File: src/design/stepper_ramp_step_generator_macros.svh
// Assertion macros for the stepper ramp step generator
`ifndef STEPPER_RAMP_STEP_GENERATOR_MACROS_SVH
`define STEPPER_RAMP_STEP_GENERATOR_MACROS_SVH

// Check that post holds in the same cycle as pre
`define SRSG_ASSERT_SAME(label, pre, post) \
    label: assert property (@(posedge clk) disable iff (!rst_n) (pre) |-> (post)) \
        else $error("stepper ramp step generator check failed");

// Check that post holds in the cycle after pre
`define SRSG_ASSERT_NEXT(label, pre, post) \
    label: assert property (@(posedge clk) disable iff (!rst_n) (pre) |=> (post)) \
        else $error("stepper ramp step generator check failed");

`endif

File: src/design/srsg_pkg.sv
// Types and constants shared by the stepper ramp step generator
package srsg_pkg;

    localparam int CMD_BITS    = 2;
    localparam int TARGET_BITS = 32;
    localparam int POS_OUT_BITS = 32;
    localparam int PERIOD_BITS = 16;
    localparam int RAMP_BITS   = 10;
    localparam int CFG_IDX_BITS = 2;
    localparam int CFG_DATA_BITS = 16;

    localparam logic [PERIOD_BITS-1:0] SLOW_PERIOD_RESET    = 16'd2000;
    localparam logic [PERIOD_BITS-1:0] FAST_PERIOD_RESET    = 16'd200;
    localparam logic [PERIOD_BITS-1:0] DECEL_DISTANCE_RESET = 16'd100;
    localparam logic [RAMP_BITS-1:0]   RAMP_INCREMENT_RESET = 10'd10;

    typedef enum logic [CMD_BITS-1:0] {
        CMD_TICK = 2'd0,
        CMD_MOVE = 2'd1,
        CMD_STOP = 2'd2,
        CMD_ZERO = 2'd3
    } cmd_t;

    typedef enum logic [CFG_IDX_BITS-1:0] {
        CFG_SLOW_PERIOD    = 2'd0,
        CFG_FAST_PERIOD    = 2'd1,
        CFG_DECEL_DISTANCE = 2'd2,
        CFG_RAMP_INCREMENT = 2'd3
    } cfg_idx_t;

    typedef struct packed {
        logic [PERIOD_BITS-1:0] slow_period;
        logic [PERIOD_BITS-1:0] fast_period;
        logic [PERIOD_BITS-1:0] decel_distance;
        logic [RAMP_BITS-1:0]   ramp_increment;
    } cfg_t;

    typedef struct packed {
        cmd_t                   command;
        logic [TARGET_BITS-1:0] target_position;
    } cmd_item_t;

    typedef struct packed {
        logic                    step_level;
        logic                    direction;
        logic                    driver_enabled;
        logic                    moving;
        logic [POS_OUT_BITS-1:0] position;
        logic [PERIOD_BITS-1:0]  step_period;
    } result_t;

endpackage

File: src/design/srsg_cmd_if.sv
// Command channel interface: valid/ready with command and target
interface srsg_cmd_if import srsg_pkg::*; ();
    logic                          valid;
    logic                          ready;
    logic [CMD_BITS-1:0]           command;
    logic signed [TARGET_BITS-1:0] target_position;

    modport source (output valid, output command, output target_position, input ready);
    modport sink (input valid, input command, input target_position, output ready);
endinterface

File: src/design/srsg_result_if.sv
// Result channel interface: valid/ready with step outputs and position
interface srsg_result_if import srsg_pkg::*; ();
    logic                           valid;
    logic                           ready;
    logic                           step_level;
    logic                           direction;
    logic                           driver_enabled;
    logic                           moving;
    logic signed [POS_OUT_BITS-1:0] position;
    logic [PERIOD_BITS-1:0]         step_period;

    modport source (
        output valid, output step_level, output direction, output driver_enabled,
        output moving, output position, output step_period, input ready
    );
    modport sink (
        input valid, input step_level, input direction, input driver_enabled,
        input moving, input position, input step_period, output ready
    );
endinterface

File: src/design/srsg_cfg_if.sv
// Configuration write channel interface: valid/ready with index and data
interface srsg_cfg_if import srsg_pkg::*; ();
    logic                     valid;
    logic                     ready;
    logic [CFG_IDX_BITS-1:0]  index;
    logic [CFG_DATA_BITS-1:0] data;

    modport source (output valid, output index, output data, input ready);
    modport sink (input valid, input index, input data, output ready);
endinterface

File: src/design/srsg_cfg_regs.sv
// Configuration register file for the stepper ramp step generator
module srsg_cfg_regs import srsg_pkg::*; (
    input  logic       clk,
    input  logic       rst_n,
    srsg_cfg_if.sink   cfg,
    output cfg_t       regs
);

    cfg_t cfg_reg;
    cfg_t cfg_next;

    assign cfg.ready = 1'b1;
    assign regs      = cfg_reg;

    always_comb
    begin
        cfg_next = cfg_reg;
        if (cfg.valid)
        begin
            case (cfg_idx_t'(cfg.index))
                CFG_SLOW_PERIOD:    cfg_next.slow_period    = cfg.data;
                CFG_FAST_PERIOD:    cfg_next.fast_period    = cfg.data;
                CFG_DECEL_DISTANCE: cfg_next.decel_distance = cfg.data;
                CFG_RAMP_INCREMENT: cfg_next.ramp_increment = cfg.data[RAMP_BITS-1:0];
                default:            cfg_next = cfg_reg;
            endcase
        end
    end

    always_ff @(posedge clk or negedge rst_n)
    begin
        if (!rst_n)
        begin
            cfg_reg.slow_period    <= SLOW_PERIOD_RESET;
            cfg_reg.fast_period    <= FAST_PERIOD_RESET;
            cfg_reg.decel_distance <= DECEL_DISTANCE_RESET;
            cfg_reg.ramp_increment <= RAMP_INCREMENT_RESET;
        end
        else
        begin
            cfg_reg <= cfg_next;
        end
    end

endmodule

File: src/design/srsg_motion.sv
// Motion state and single-pass update: step timer, position, period ramp
module srsg_motion import srsg_pkg::*; #(
    parameter int POSITION_BITS = 32
) (
    input  logic      clk,
    input  logic      rst_n,
    input  cfg_t      cfg,
    input  logic      step_en,
    input  cmd_item_t item,
    output result_t   result
);

    logic signed [POSITION_BITS-1:0] cur_reg, cur_next;
    logic signed [POSITION_BITS-1:0] goal_reg, goal_next;
    logic                            run_reg, run_next;
    logic                            phase_reg, phase_next;
    logic [PERIOD_BITS-1:0]          period_reg, period_next;
    logic [PERIOD_BITS-1:0]          tick_reg, tick_next;
    logic                            dir_reg, dir_next;
    logic                            en_reg, en_next;

    logic [PERIOD_BITS-1:0]          tick_inc;
    logic signed [POSITION_BITS:0]   diff;
    logic                            step_up;
    logic                            step_down;
    logic                            arrive;
    logic                            near;
    logic [POSITION_BITS-1:0]        decel_ext;
    logic [PERIOD_BITS:0]            grown;
    logic [PERIOD_BITS-1:0]          above_fast;
    logic signed [POSITION_BITS-1:0] target_ext;

    assign tick_inc   = tick_reg + 1'b1;
    assign diff       = {goal_reg[POSITION_BITS-1], goal_reg} - {cur_reg[POSITION_BITS-1], cur_reg};
    assign step_down  = diff[POSITION_BITS];
    assign step_up    = !diff[POSITION_BITS] && (diff != '0);
    assign arrive     = (diff == '0) || (diff == (POSITION_BITS+1)'(1)) || (diff == '1);
    assign decel_ext  = POSITION_BITS'(cfg.decel_distance);
    assign near       = step_up ? (diff[POSITION_BITS-1:0] <= decel_ext)
                                : (~diff[POSITION_BITS-1:0] < decel_ext);
    assign grown      = {1'b0, period_reg} + (PERIOD_BITS+1)'(cfg.ramp_increment);
    assign above_fast = period_reg - cfg.fast_period;
    assign target_ext = POSITION_BITS'($signed(item.target_position));

    always_comb
    begin
        cur_next    = cur_reg;
        goal_next   = goal_reg;
        run_next    = run_reg;
        phase_next  = phase_reg;
        period_next = period_reg;
        tick_next   = tick_reg;
        dir_next    = dir_reg;
        en_next     = en_reg;
        case (item.command)
            CMD_TICK:
            begin
                if (run_reg)
                begin
                    tick_next = tick_inc;
                    if (tick_inc >= period_reg)
                    begin
                        tick_next = '0;
                        if (!phase_reg)
                        begin
                            phase_next = 1'b1;
                        end
                        else
                        begin
                            phase_next = 1'b0;
                            if (step_up)
                            begin
                                cur_next = cur_reg + 1'b1;
                            end
                            else if (step_down)
                            begin
                                cur_next = cur_reg - 1'b1;
                            end
                            if (arrive)
                            begin
                                run_next = 1'b0;
                            end
                            else if (near)
                            begin
                                period_next = (grown > {1'b0, cfg.slow_period}) ?
                                              cfg.slow_period : grown[PERIOD_BITS-1:0];
                            end
                            else if (period_reg > cfg.fast_period)
                            begin
                                period_next = (above_fast <= PERIOD_BITS'(cfg.ramp_increment)) ?
                                              cfg.fast_period :
                                              period_reg - PERIOD_BITS'(cfg.ramp_increment);
                            end
                        end
                    end
                end
            end
            CMD_MOVE:
            begin
                goal_next = target_ext;
                if (target_ext != cur_reg)
                begin
                    dir_next    = (target_ext > cur_reg);
                    en_next     = 1'b1;
                    run_next    = 1'b1;
                    period_next = cfg.slow_period;
                    tick_next   = '0;
                end
            end
            CMD_STOP:
            begin
                run_next   = 1'b0;
                phase_next = 1'b0;
                en_next    = 1'b0;
            end
            CMD_ZERO:
            begin
                cur_next  = '0;
                goal_next = '0;
            end
            default:
            begin
                cur_next = cur_reg;
            end
        endcase
    end

    always_comb
    begin
        result.step_level     = phase_next;
        result.direction      = dir_next;
        result.driver_enabled = en_next;
        result.moving         = run_next;
        result.position       = POS_OUT_BITS'(cur_next);
        result.step_period    = period_next;
    end

    always_ff @(posedge clk or negedge rst_n)
    begin
        if (!rst_n)
        begin
            cur_reg    <= '0;
            goal_reg   <= '0;
            run_reg    <= 1'b0;
            phase_reg  <= 1'b0;
            period_reg <= SLOW_PERIOD_RESET;
            tick_reg   <= '0;
            dir_reg    <= 1'b0;
            en_reg     <= 1'b0;
        end
        else if (step_en)
        begin
            cur_reg    <= cur_next;
            goal_reg   <= goal_next;
            run_reg    <= run_next;
            phase_reg  <= phase_next;
            period_reg <= period_next;
            tick_reg   <= tick_next;
            dir_reg    <= dir_next;
            en_reg     <= en_next;
        end
    end

endmodule

File: src/design/stepper_ramp_step_generator.sv
// Top level of the stepper ramp step generator: channel stages and motion core
//
// Commands enter on cmd (valid/ready): tick, move to target_position, stop, or
// zero the position. Every command transfer yields exactly one result on res,
// carrying the step level, direction, driver enable, moving flag, position and
// current half-period as they stand after that command.
// A cmd transfer reaches res valid through one input register, then the motion
// update that writes the state and the result register on the same edge.
// Throughput is one command per cycle while res is not stalled; the state
// update loop closes through the motion registers.
// When res is stalled, the result register holds, the input register fills and
// cmd.ready drops; no command is lost and flow resumes without a gap.
// Configuration writes on cfg are taken every cycle (ready always high) and
// should be issued only while no command is in flight.
// Reset clears both stages, sets position and goal to zero, stops and disables
// the driver, and loads the period registers with their reset values.
`include "stepper_ramp_step_generator_macros.svh"

module stepper_ramp_step_generator import srsg_pkg::*; #(
    parameter int POSITION_BITS = 32
) (
    input  logic         clk,
    input  logic         rst_n,
    srsg_cmd_if.sink     cmd,
    srsg_result_if.source res,
    srsg_cfg_if.sink     cfg
);

    cfg_t      cfg_regs;
    cmd_item_t in_item_reg;
    logic      in_valid_reg;
    result_t   res_reg;
    logic      res_valid_reg;
    result_t   core_result;
    logic      advance;
    logic      step_en;

    assign advance   = !res_valid_reg || res.ready;
    assign step_en   = in_valid_reg && advance;
    assign cmd.ready = !in_valid_reg || advance;

    srsg_cfg_regs u_cfg_regs (
        .clk   (clk),
        .rst_n (rst_n),
        .cfg   (cfg),
        .regs  (cfg_regs)
    );

    srsg_motion #(
        .POSITION_BITS (POSITION_BITS)
    ) u_motion (
        .clk     (clk),
        .rst_n   (rst_n),
        .cfg     (cfg_regs),
        .step_en (step_en),
        .item    (in_item_reg),
        .result  (core_result)
    );

    always_ff @(posedge clk or negedge rst_n)
    begin
        if (!rst_n)
        begin
            in_valid_reg  <= 1'b0;
            res_valid_reg <= 1'b0;
        end
        else
        begin
            if (cmd.ready)
            begin
                in_valid_reg <= cmd.valid;
            end
            if (advance)
            begin
                res_valid_reg <= in_valid_reg;
            end
        end
    end

    always_ff @(posedge clk)
    begin
        if (cmd.valid && cmd.ready)
        begin
            in_item_reg.command         <= cmd_t'(cmd.command);
            in_item_reg.target_position <= cmd.target_position;
        end
        if (step_en)
        begin
            res_reg <= core_result;
        end
    end

    assign res.valid          = res_valid_reg;
    assign res.step_level     = res_reg.step_level;
    assign res.direction      = res_reg.direction;
    assign res.driver_enabled = res_reg.driver_enabled;
    assign res.moving         = res_reg.moving;
    assign res.position       = res_reg.position;
    assign res.step_period    = res_reg.step_period;

    // hold the input stage while a full result stalls
    `SRSG_ASSERT_SAME(a_stall_blocks_input, in_valid_reg && res_valid_reg && !res.ready, !cmd.ready)
    // a command transfer always lands in the input stage
    `SRSG_ASSERT_NEXT(a_transfer_lands, cmd.valid && cmd.ready, in_valid_reg)
    // a running move keeps the driver enabled
    `SRSG_ASSERT_SAME(a_moving_enabled, res.valid && res.moving, res.driver_enabled)
    // the step output rests low when no move runs
    `SRSG_ASSERT_SAME(a_idle_step_low, res.valid && !res.moving, !res.step_level)

endmodule
File: src/flat_wrapper.sv
// flat-port wrapper written by rule: the top's interface ports become plain ports
module stepper_ramp_step_generator_flat import srsg_pkg::*;
#(
    parameter int POSITION_BITS = 32
)
  (clk, rst_n, cmd_valid, cmd_command, cmd_target_position, cmd_ready, res_valid, res_step_level, res_direction, res_driver_enabled, res_moving, res_position, res_step_period, res_ready, cfg_valid, cfg_index, cfg_data, cfg_ready);
  srsg_cmd_if cmd_i ();
  srsg_result_if res_i ();
  srsg_cfg_if cfg_i ();
  input  logic clk;
  input  logic rst_n;
  input wire logic [$bits(cmd_i.valid)-1:0] cmd_valid;
  input wire logic [$bits(cmd_i.command)-1:0] cmd_command;
  input wire logic [$bits(cmd_i.target_position)-1:0] cmd_target_position;
  output wire logic [$bits(cmd_i.ready)-1:0] cmd_ready;
  output wire logic [$bits(res_i.valid)-1:0] res_valid;
  output wire logic [$bits(res_i.step_level)-1:0] res_step_level;
  output wire logic [$bits(res_i.direction)-1:0] res_direction;
  output wire logic [$bits(res_i.driver_enabled)-1:0] res_driver_enabled;
  output wire logic [$bits(res_i.moving)-1:0] res_moving;
  output wire logic [$bits(res_i.position)-1:0] res_position;
  output wire logic [$bits(res_i.step_period)-1:0] res_step_period;
  input wire logic [$bits(res_i.ready)-1:0] res_ready;
  input wire logic [$bits(cfg_i.valid)-1:0] cfg_valid;
  input wire logic [$bits(cfg_i.index)-1:0] cfg_index;
  input wire logic [$bits(cfg_i.data)-1:0] cfg_data;
  output wire logic [$bits(cfg_i.ready)-1:0] cfg_ready;
  assign cmd_i.valid = cmd_valid;
  assign cmd_i.command = cmd_command;
  assign cmd_i.target_position = cmd_target_position;
  assign cmd_ready = cmd_i.ready;
  assign res_valid = res_i.valid;
  assign res_step_level = res_i.step_level;
  assign res_direction = res_i.direction;
  assign res_driver_enabled = res_i.driver_enabled;
  assign res_moving = res_i.moving;
  assign res_position = res_i.position;
  assign res_step_period = res_i.step_period;
  assign res_i.ready = res_ready;
  assign cfg_i.valid = cfg_valid;
  assign cfg_i.index = cfg_index;
  assign cfg_i.data = cfg_data;
  assign cfg_ready = cfg_i.ready;
  stepper_ramp_step_generator #(.POSITION_BITS(POSITION_BITS)) u_core (.clk(clk), .rst_n(rst_n), .cmd(cmd_i), .res(res_i), .cfg(cfg_i));
endmodule
File: config.mk
export PLATFORM = sky130hd
export DESIGN_NAME = stepper_ramp_step_generator_flat
export DESIGN_NICKNAME = d
export VERILOG_FILES = /design/src/design/srsg_pkg.sv /design/src/design/srsg_cmd_if.sv /design/src/design/srsg_result_if.sv /design/src/design/srsg_cfg_if.sv /design/src/design/srsg_cfg_regs.sv /design/src/design/srsg_motion.sv /design/src/design/stepper_ramp_step_generator.sv /design/src/flat_wrapper.sv
export VERILOG_INCLUDE_DIRS = /design/src /design/src/design
export SDC_FILE = /design/constraint.sdc
export NUM_CORES = 1
export LEC_CHECK = 0
export BUFFER_PORTS_ARGS = -buffer_cell sky130_fd_sc_hd__buf_2
export CAP_MARGIN = 15
export CORE_ASPECT_RATIO = 0.7
export CORE_UTILIZATION = 57
export CTS_CLUSTER_SIZE = 20
export DETAILED_ROUTE_END_ITERATION = 7
export PLACE_DENSITY = 0.78
export SYNTH_ARGS = -nofsm -noshare
export SYNTH_HDL_FRONTEND = slang
export SYNTH_SLANG_ARGS = --single-unit
File: constraint.sdc
create_clock -name clk -period 5 [get_ports clk]
set_clock_uncertainty 0.05 [all_clocks]
set_input_delay 0.25 -clock clk [delete_from_list [all_inputs] [get_ports clk]]
set_output_delay 0.25 -clock clk [all_outputs]
set_load 0.02 [all_outputs]
==> results of run 1 <==
==> cell families (layout without fill, tap and decap cells) <==
logic type	Yosys count	count (layout)	share of synthesized area
mux	85	85	0.0476
compound gates	580	581	0.206
other cells	1	1	0.000194
flops	246	246	0.342
simple gates	713	713	0.193
xor+xnor	69	69	0.0317
buf+inv	266	531	0.0574
fa+ha+maj	185	185	0.121
==> repair_timing <==
action,4_1_cts,5_1_grt
endpoints found under the hold margin,149,0
hold buffers,53,0
resized for setup,14,63
endpoints found under the setup margin,19,32
pin swaps,2,30
setup buffers,0,14
gates cloned,0,1
==> power by group <==
part	total (mW)	internal, mW	switching [mW]
Clock	1.96	1.06	0.902
Combinational	6.55	2.67	3.88
Sequential	2.79	2.43	0.355
Total	11.3	6.17	5.13
==> worst max-delay path, cell delays in order, from the launching register on <==
cell and delay (ns):
sky130_fd_sc_hd__dfstp_2 0.55, sky130_fd_sc_hd__inv_2 0.08, sky130_fd_sc_hd__ha_1 0.28, sky130_fd_sc_hd__nand2b_1 0.16, sky130_fd_sc_hd__a21oi_2 0.17, sky130_fd_sc_hd__o21ai_0 0.12, sky130_fd_sc_hd__a21oi_2 0.21, sky130_fd_sc_hd__o211a_1 0.18
sky130_fd_sc_hd__o21ai_1 0.08, sky130_fd_sc_hd__a21oi_2 0.22, sky130_fd_sc_hd__o2111ai_1 0.15, sky130_fd_sc_hd__xnor2_1 0.29, sky130_fd_sc_hd__ha_1 0.30, sky130_fd_sc_hd__nor2b_1 0.14, sky130_fd_sc_hd__o21ai_1 0.11, sky130_fd_sc_hd__o211ai_1 0.13
sky130_fd_sc_hd__a21oi_2 0.15, sky130_fd_sc_hd__a311oi_2 0.06, sky130_fd_sc_hd__a41oi_2 0.27, sky130_fd_sc_hd__buf_4 0.17, sky130_fd_sc_hd__buf_4 0.14, sky130_fd_sc_hd__mux2i_2 0.24, sky130_fd_sc_hd__mux2i_1 0.14, sky130_fd_sc_hd__a31oi_2 0.20
sky130_fd_sc_hd__o21ai_1 0.08
==> metal layers <==
layer	GRT usage	part of all wire
met1	0.560	0.44
met2	0.472	0.37
met3	0.139	0.16
met4	0.0724	0.021
met5	0	0
==> cells in the final DEF (no fill, tap or decap), drive strengths merged, types with 38 or more instances in the layout <==
cell         count
edfxtp          86
a21oi          121
nand4           50
nor3            51
dlygate4sd3     53
ha             181
nand3           61
xnor2           49
buf            262
dfrtp          140
nand2          196
inv            166
o21ai          166
nor2           136
nand2b          65
mux2            51
o211ai          41
a21o            38
==> how the worst min path moves through the flow <==
stage | endpoint | cells past startpoint | slack [ns] | start
6_report | u_core.u_cfg_regs.regs[26]$_DFFE_PN0P_ | 2 | 0.04 | cfg_data[0]
5_1_grt | u_core.u_cfg_regs.regs[26]$_DFFE_PN0P_ | 2 | 0.03 | cfg_data[0]
4_1_cts | u_core.u_cfg_regs.regs[26]$_DFFE_PN0P_ | 2 | 0.008 | cfg_data[0]
3_5_place_dp | u_core.u_cfg_regs.regs[11]$_DFFE_PN0P_ | 1 | 0.27 | rst_n
3_3_place_gp | u_core.u_cfg_regs.regs[11]$_DFFE_PN0P_ | 1 | 0.26 | rst_n
2_1_floorplan | u_core.in_valid_reg$_DFFE_PN0N_ | 0 | -0.1 | rst_n
==> through the flow <==
step / util / hold slack (ns)
after floorplan: - / -0.0956
after global placement: 0.640 / 0.259
after detailed placement: 0.640 / 0.266
after CTS: 0.683 / 0.00824
after global routing: 0.694 / 0.0292
final: 0.694 / 0.0358
==> final cells by class <==
type                    instances  area (um2)
fillers                      2531       10000
repair buffers                315        2280
well taps                     427         534
inverters                     168         632
multi-input cells            1634       11900
flip-flops and latches        246        6620
clock buffers                  28         658
clock inverters                20         168
==> insert_results.sql, run 1 <==
INSERT INTO impl_metrics (metric_group, metric, value, unit) VALUES
('power_and_ir_drop', 'ir_worst_vdd', '0.451', 'mV'),
('cells_and_area', 'final_cells', '2838', ''),
('worst_setup_path', 'reg2reg_from', 'u_core.u_cfg_regs.regs[1]$_DFFE_PN1P_', ''),
('clocking', 'htree_num_levels', '1', ''),
('yosys', 'synthArstFlopShare', '0.650', ''),
('clocking', 'clock_tree.buffer_depth', '3', ''),
('cells_and_area', 'share_of_final_layout_standard_cells_stronger_than_drive_strength_1', '0.212', ''),
('worst_setup_path', 'timing.critical_path.from', 'u_core.u_cfg_regs.regs[1]$_DFFE_PN1P_', ''),
('sta', 'max_clock_freq', '204', 'MHz'),
('placed_design', 'gp_congestion', '1.01', ''),
('placed_design', 'dp.cells', '2721', ''),
('hold_path', 'hold_class', 'in2reg', ''),
('worst_setup_path', 'ff2ff_setup_slack', '0.09', 'ns'),
('worst_setup_path', 'cp-end-kind', 'register', ''),
('worst_setup_path', 'rr_endpoint', 'u_core.res.step_period[12]$_DFFE_PP_', ''),
('yosys', 'number_of_synthesized_register_bits', '246', ''),
('placed_design', 'port_buffers', '110', ''),
('sta', 'final_max_slew_viol_count', '0', ''),
('die', 'die-height', '156', 'um'),
('clocking', 'cts-buffers-inserted', '26', ''),
('die', 'fp.dieArea', '0.0346', 'mm2'),
('global_route', 'grt_pass1_wl', '97400', 'um'),
('sta', 'rsz0062_at_grt', 'yes', ''),
('clocking', 'cts_root_buf', 'sky130_fd_sc_hd__clkbuf_16', ''),
('detailed_routing', 'drt_drc_violations_left', '0', ''),
('worst_setup_path', 'path_class', 'reg2reg', ''),
('yosys', 'syn_avg_cell_area', '9.00', 'um2'),
('yosys', 'synthDominantCellAreaShare', '0.181', ''),
('detailed_routing', 'vias_per_cell', '6.51', ''),
('sta', 'setup_slack', '0.0869', 'ns'),
('yosys', 'synthTopCellsByCount', 'sky130_fd_sc_hd__nand2_1, sky130_fd_sc_hd__ha_1, sky130_fd_sc_hd__inv_1', ''),
('cells_and_area', 'synthToLayoutAreaGrowth', '18.0', '%'),
('worst_setup_path', 'cp_max_fo', '4', ''),
('cells_and_area', 'nNetsFinal', '2633', ''),
('yosys', 'seq_area_frac_synth', '0.342', ''),
('sta', 'setup_tns_final', '0', 'ns'),
('power_and_ir_drop', 'report.power.total', '11.3', 'mW'),
('sta', 'timing.max_slew.rel_slack', '0.175', ''),
('detailed_routing', 'dr.pass1.iters', '7', ''),
('worst_setup_path', 'endpoint', 'u_core.res.step_period[12]$_DFFE_PP_', ''),
('cells_and_area', 'largest_register_ffs', '58', ''),
('detailed_routing', 'wire_per_inst', '22.8', 'um'),
('yosys', 'synthesis.instances', '2145', ''),
('die', 'die-width', '222', 'um'),
('clocking', 'tritoncts_clock_tree', 'built', ''),
('clocking', 'clock_sink_count', '246', ''),
('cells_and_area', 'num_antenna_cells', '0', ''),
('placed_design', 'dp_slack', '-0.0926', 'ns'),
('placed_design', 'post_dp_cell_area', '0.0210', 'mm2'),
('die', 'floorplan.rows', '55', ''),
('detailed_routing', 'vias', '18500', ''),
('global_route', 'grt_overflow', '0', ''),
('yosys', 'synthesis.yosys.warnings', '0', ''),
('sta', 'fin_crit', '4.91', 'ns'),
('worst_setup_path', 'setup.worst_path.start_class', 'register', ''),
('global_route', 'globalRouteTotalUtil', '0.364', ''),
('yosys', 'net_count_synth', '2387', ''),
('cells_and_area', 'final_cell_area', '0.0228', 'mm2'),
('power_and_ir_drop', 'cellLeakagePower', '10.1', 'nW'),
('die', 'io-pin-count', '112', ''),
('yosys', 'yosys.cell_types.count', '113', ''),
('yosys', 'yosys_most_used_dff', 'sky130_fd_sc_hd__dfrtp_1', ''),
('sta', 'worstMarginPinSlew', '1.24', 'ns'),
('outcome', 'run_status', 'finished, final reports clean', ''),
('global_route', 'maximum_number_of_pins_on_one_net_before_global_route_repair', '73', ''),
('global_route', 'antenna_found_initial', '0', ''),
('flow_run', 'cap_violations', '0', ''),
('clocking', 'worst_setup_hold_path_clk_slew', '0.07', 'ns'),
('clocking', 'worst_skew_pair.late_latency', '0.58', 'ns'),
('global_route', 'first_global_vias', '16900', ''),
('yosys', 'number_of_synthesized_flops_with_an_enable_pin', '86', '');
Note: power is estimated with default switching activity, not from simulation.
==> run 2, diff against run 1 <==
CORE_ASPECT_RATIO = 2   (was 0.7)
CTS_BUF_LIST = sky130_fd_sc_hd__clkbuf_8 sky130_fd_sc_hd__clkbuf_16   (was default)
CTS_CLUSTER_SIZE = default   (was 20)
==> run 2 against run 1 <==
Against the previous run:
- global-route usage up 5.6 points
- combinational power up 7.0%
- final cell count up 2.9%
- sequential power about the same
- routed wire length up 13%
- critical path depth up 1
- setup slack worse by 0.063 ns
- design area up 2.9%
- die area about the same
- utilization up 0.54 points
==> insert_results.sql, run 2 (synthesis gave the netlist of run 1 again) <==
INSERT INTO impl_metrics (metric_group, metric, value, unit) VALUES
('sta', 'finalHoldViolCount', '0', ''),
('global_route', 'grt_overflow', '0', ''),
('worst_setup_path', 'worst_ep_required_time', '5.27', 'ns'),
('hold_path', 'end_point_of_the_most_critical_hold_path', 'u_core.u_cfg_regs.regs[50]$_DFFE_PN1P_', ''),
('placed_design', 'port_buffers', '110', ''),
('die', 'die-height', '262', 'um'),
('cells_and_area', 'share_of_final_layout_standard_cells_stronger_than_drive_strength_1', '0.236', ''),
('worst_setup_path', 'ff2ff_setup_slack', '0.02', 'ns'),
('die', 'initial_utilization', '0.576', ''),
('clocking', 'cts_root_buf', 'sky130_fd_sc_hd__clkbuf_16', ''),
('worst_setup_path', 'setup.worst_path.start_class', 'register', ''),
('die', 'floorplan.rows', '95', ''),
('die', 'io-pin-count', '112', ''),
('placed_design', 'gp_congestion', '1.03', ''),
('flow_run', 'cap_violations', '0', ''),
('global_route', 'globalRouteTotalUtil', '0.420', ''),
('cells_and_area', 'layout_common_cells', 'sky130_fd_sc_hd__buf_4, sky130_fd_sc_hd__nand2_1, sky130_fd_sc_hd__ha_1', ''),
('detailed_routing', 'drt_iter0_drcs', '1314', ''),
('cells_and_area', 'layout_commonest_cell', 'sky130_fd_sc_hd__buf_4', ''),
('worst_setup_path', 'cp_max_fo', '5', ''),
('cells_and_area', 'synthToLayoutAreaGrowth', '21.4', '%'),
('worst_setup_path', 'cp-end-kind', 'register', ''),
('clocking', 'tritoncts_clock_tree', 'built', ''),
('sta', 'setup_tns_final', '0', 'ns'),
('die', 'fp.dieArea', '0.0347', 'mm2'),
('clocking', 'worst_setup_hold_path_clk_slew', '0.08', 'ns'),
('hold_path', 'hold-path-cell-count', '5', ''),
('placed_design', 'post_dp_cell_area', '0.0216', 'mm2'),
('sta', 'holdWs', '0.222', 'ns'),
('detailed_routing', 'wirelength', '73100', 'um'),
('cells_and_area', 'final_cell_area', '0.0234', 'mm2'),
('detailed_routing', 'postRouteAntennaNets', '0', ''),
('sta', 'timing.max_slew.rel_slack', '0.362', ''),
('sta', 'final_max_slew_viol_count', '0', ''),
('hold_path', 'min_from', 'cfg_index[1]', ''),
('outcome', 'run_status', 'finished, final reports clean', ''),
('clocking', 'cts-buffers-inserted', '24', ''),
('die', 'coreArea', '0.0335', 'mm2'),
('power_and_ir_drop', 'cellLeakagePower', '10.4', 'nW'),
('power_and_ir_drop', 'power_density', '501', 'mW/mm2'),
('placed_design', 'dp.final_hpwl', '55100', 'um'),
('clocking', 'clock_sink_count', '246', ''),
('clocking', 'clock_tree.buffer_depth', '3', ''),
('sta', 'fin_crit', '4.98', 'ns'),
('global_route', 'antenna_found_initial', '2', ''),
('worst_setup_path', 'r2r_cells', '25', ''),
('clocking', 'worst_skew_pair.late_latency', '0.60', 'ns'),
('power_and_ir_drop', 'ir_worst_vdd', '0.356', 'mV'),
('detailed_routing', 'vias', '18900', ''),
('die', 'die-width', '132', 'um'),
('cells_and_area', 'largest_register_ffs', '58', ''),
('global_route', 'maximum_number_of_pins_on_one_net_before_global_route_repair', '91', ''),
('global_route', 'grt_pass1_wl', '109000', 'um'),
('power_and_ir_drop', 'report.power.total', '11.7', 'mW'),
('hold_path', 'hold_class', 'in2reg', ''),
('detailed_routing', 'drt_drc_violations_left', '0', ''),
('placed_design', 'dp.cells', '2803', ''),
('worst_setup_path', 'reg2reg_from', 'u_core.u_motion.period_reg[1]$_DFFE_PN0P_', ''),
('global_route', 'first_global_vias', '19600', ''),
('sta', 'max_clock_freq', '201', 'MHz'),
('detailed_routing', 'vias_per_cell', '6.46', ''),
('cells_and_area', 'nNetsFinal', '2707', ''),
('worst_setup_path', 'data_arrival_at_the_endpoint_of_the_critical_path', '5.25', 'ns'),
('sta', 'setup_violations', '0', ''),
('sta', 'worstMarginPinSlew', '0.956', 'ns'),
('clocking', 'htree_num_levels', '1', ''),
('worst_setup_path', 'path_class', 'reg2reg', ''),
('sta', 'fin_crit_sh', '0.995', ''),
('detailed_routing', 'wire_per_inst', '25.0', 'um'),
('detailed_routing', 'dr.pass1.iters', '8', ''),
('cells_and_area', 'final_cells', '2920', ''),
('worst_setup_path', 'rr_endpoint', 'u_core.res.step_period[13]$_DFFE_PP_', '');
[run 2: cell types whose count changed in the layout (fill, tap and decap cells not counted), sizes merged, moves of 3 or more]
cell and change:
buf +76, clkinv -10, clkinvlp +5, clkbuf -3, inv +3
[run 2: layout make-up]
type / count / area [um2]
Sequential cell: 246 / 6610
Tap cell: 436 / 546
Timing Repair Buffer: 392 / 2870
Multi-Input combinational cell: 1633 / 12000
Fill cell: 2674 / 10100
Antenna cell: 1 / 2.50
Inverter: 168 / 632
Clock inverter: 19 / 205
Clock buffer: 25 / 614
[run 2: repair_timing]
item	CTS	global route
hold buffers	54	0
buffers inserted	7	10
pin swaps	2	41
gates resized for setup	16	74
setup endpoints to repair	30	35
hold endpoints to repair	169	0
[run 2: critical path, stage by stage (launching register included)]
cell	delay (ns)
sky130_fd_sc_hd__dfrtp_1	0.47
sky130_fd_sc_hd__ha_4	0.30
sky130_fd_sc_hd__nor2b_2	0.14
sky130_fd_sc_hd__o21ai_2	0.07
sky130_fd_sc_hd__a21boi_2	0.20
sky130_fd_sc_hd__o31ai_2	0.09
sky130_fd_sc_hd__buf_4	0.14
sky130_fd_sc_hd__buf_4	0.12
sky130_fd_sc_hd__buf_4	0.12
sky130_fd_sc_hd__buf_4	0.12
sky130_fd_sc_hd__buf_4	0.12
sky130_fd_sc_hd__a21boi_2	0.15
sky130_fd_sc_hd__ha_1	0.32
sky130_fd_sc_hd__a21o_1	0.17
sky130_fd_sc_hd__a21o_1	0.17
sky130_fd_sc_hd__a21o_1	0.18
sky130_fd_sc_hd__a21oi_1	0.16
sky130_fd_sc_hd__nand2_1	0.09
sky130_fd_sc_hd__a311oi_2	0.33
sky130_fd_sc_hd__nand3_1	0.14
sky130_fd_sc_hd__buf_6	0.17
sky130_fd_sc_hd__buf_4	0.15
sky130_fd_sc_hd__mux2_2	0.26
sky130_fd_sc_hd__o221ai_1	0.17
sky130_fd_sc_hd__o21a_1	0.17
sky130_fd_sc_hd__o221ai_1	0.12
[run 2: how the worst max path moves through the flow]
stage	startpoint	to	slack [ns]	cells past startpoint
final	u_core.u_motion.period_reg[1]$_DFFE_PN0P_	u_core.res.step_period[13]$_DFFE_PP_	0.02	25
after CTS	u_core.u_motion.period_reg[1]$_DFFE_PN0P_	u_core.res.step_period[15]$_DFFE_PP_	0.001	23
after detailed placement	u_core.u_motion.period_reg[0]$_DFFE_PN0P_	u_core.res.step_period[6]$_DFFE_PP_	-0.27	24
after global routing	u_core.u_motion.period_reg[1]$_DFFE_PN0P_	u_core.res.step_period[3]$_DFFE_PP_	-0.1	26
after global placement	u_core.u_motion.period_reg[0]$_DFFE_PN0P_	u_core.res.step_period[3]$_DFFE_PP_	-0.15	24
after floorplan	u_core.u_motion.period_reg[1]$_DFFE_PN0P_	u_core.res.step_period[15]$_DFFE_PP_	0.004	22
[run 2: report_power, final]
| part | internal [mW] | total, mW | leakage [nW] | switching, mW |
|---|---|---|---|---|
| combinational | 2.96 | 7.01 | 7.22 | 4.04 |
| clock | 1.06 | 1.95 | 0.391 | 0.892 |
| sequential | 2.43 | 2.79 | 2.81 | 0.358 |
[run 2: metal layers]
metal  wire length, um  global-route usage
met1             21300               0.352
met2             37200               0.755
met3              4150              0.0727
met4             10500               0.515
met5                14                   0
[run 2: metrics by stage]
stage | setup WS (ns) | utilization
after global placement | -0.150 | 0.643
after detailed placement | -0.275 | 0.643
after CTS | 0.00114 | 0.687
final | 0.0241 | 0.699
after floorplan | 0.00387 | -
after global routing | -0.0978 | 0.699
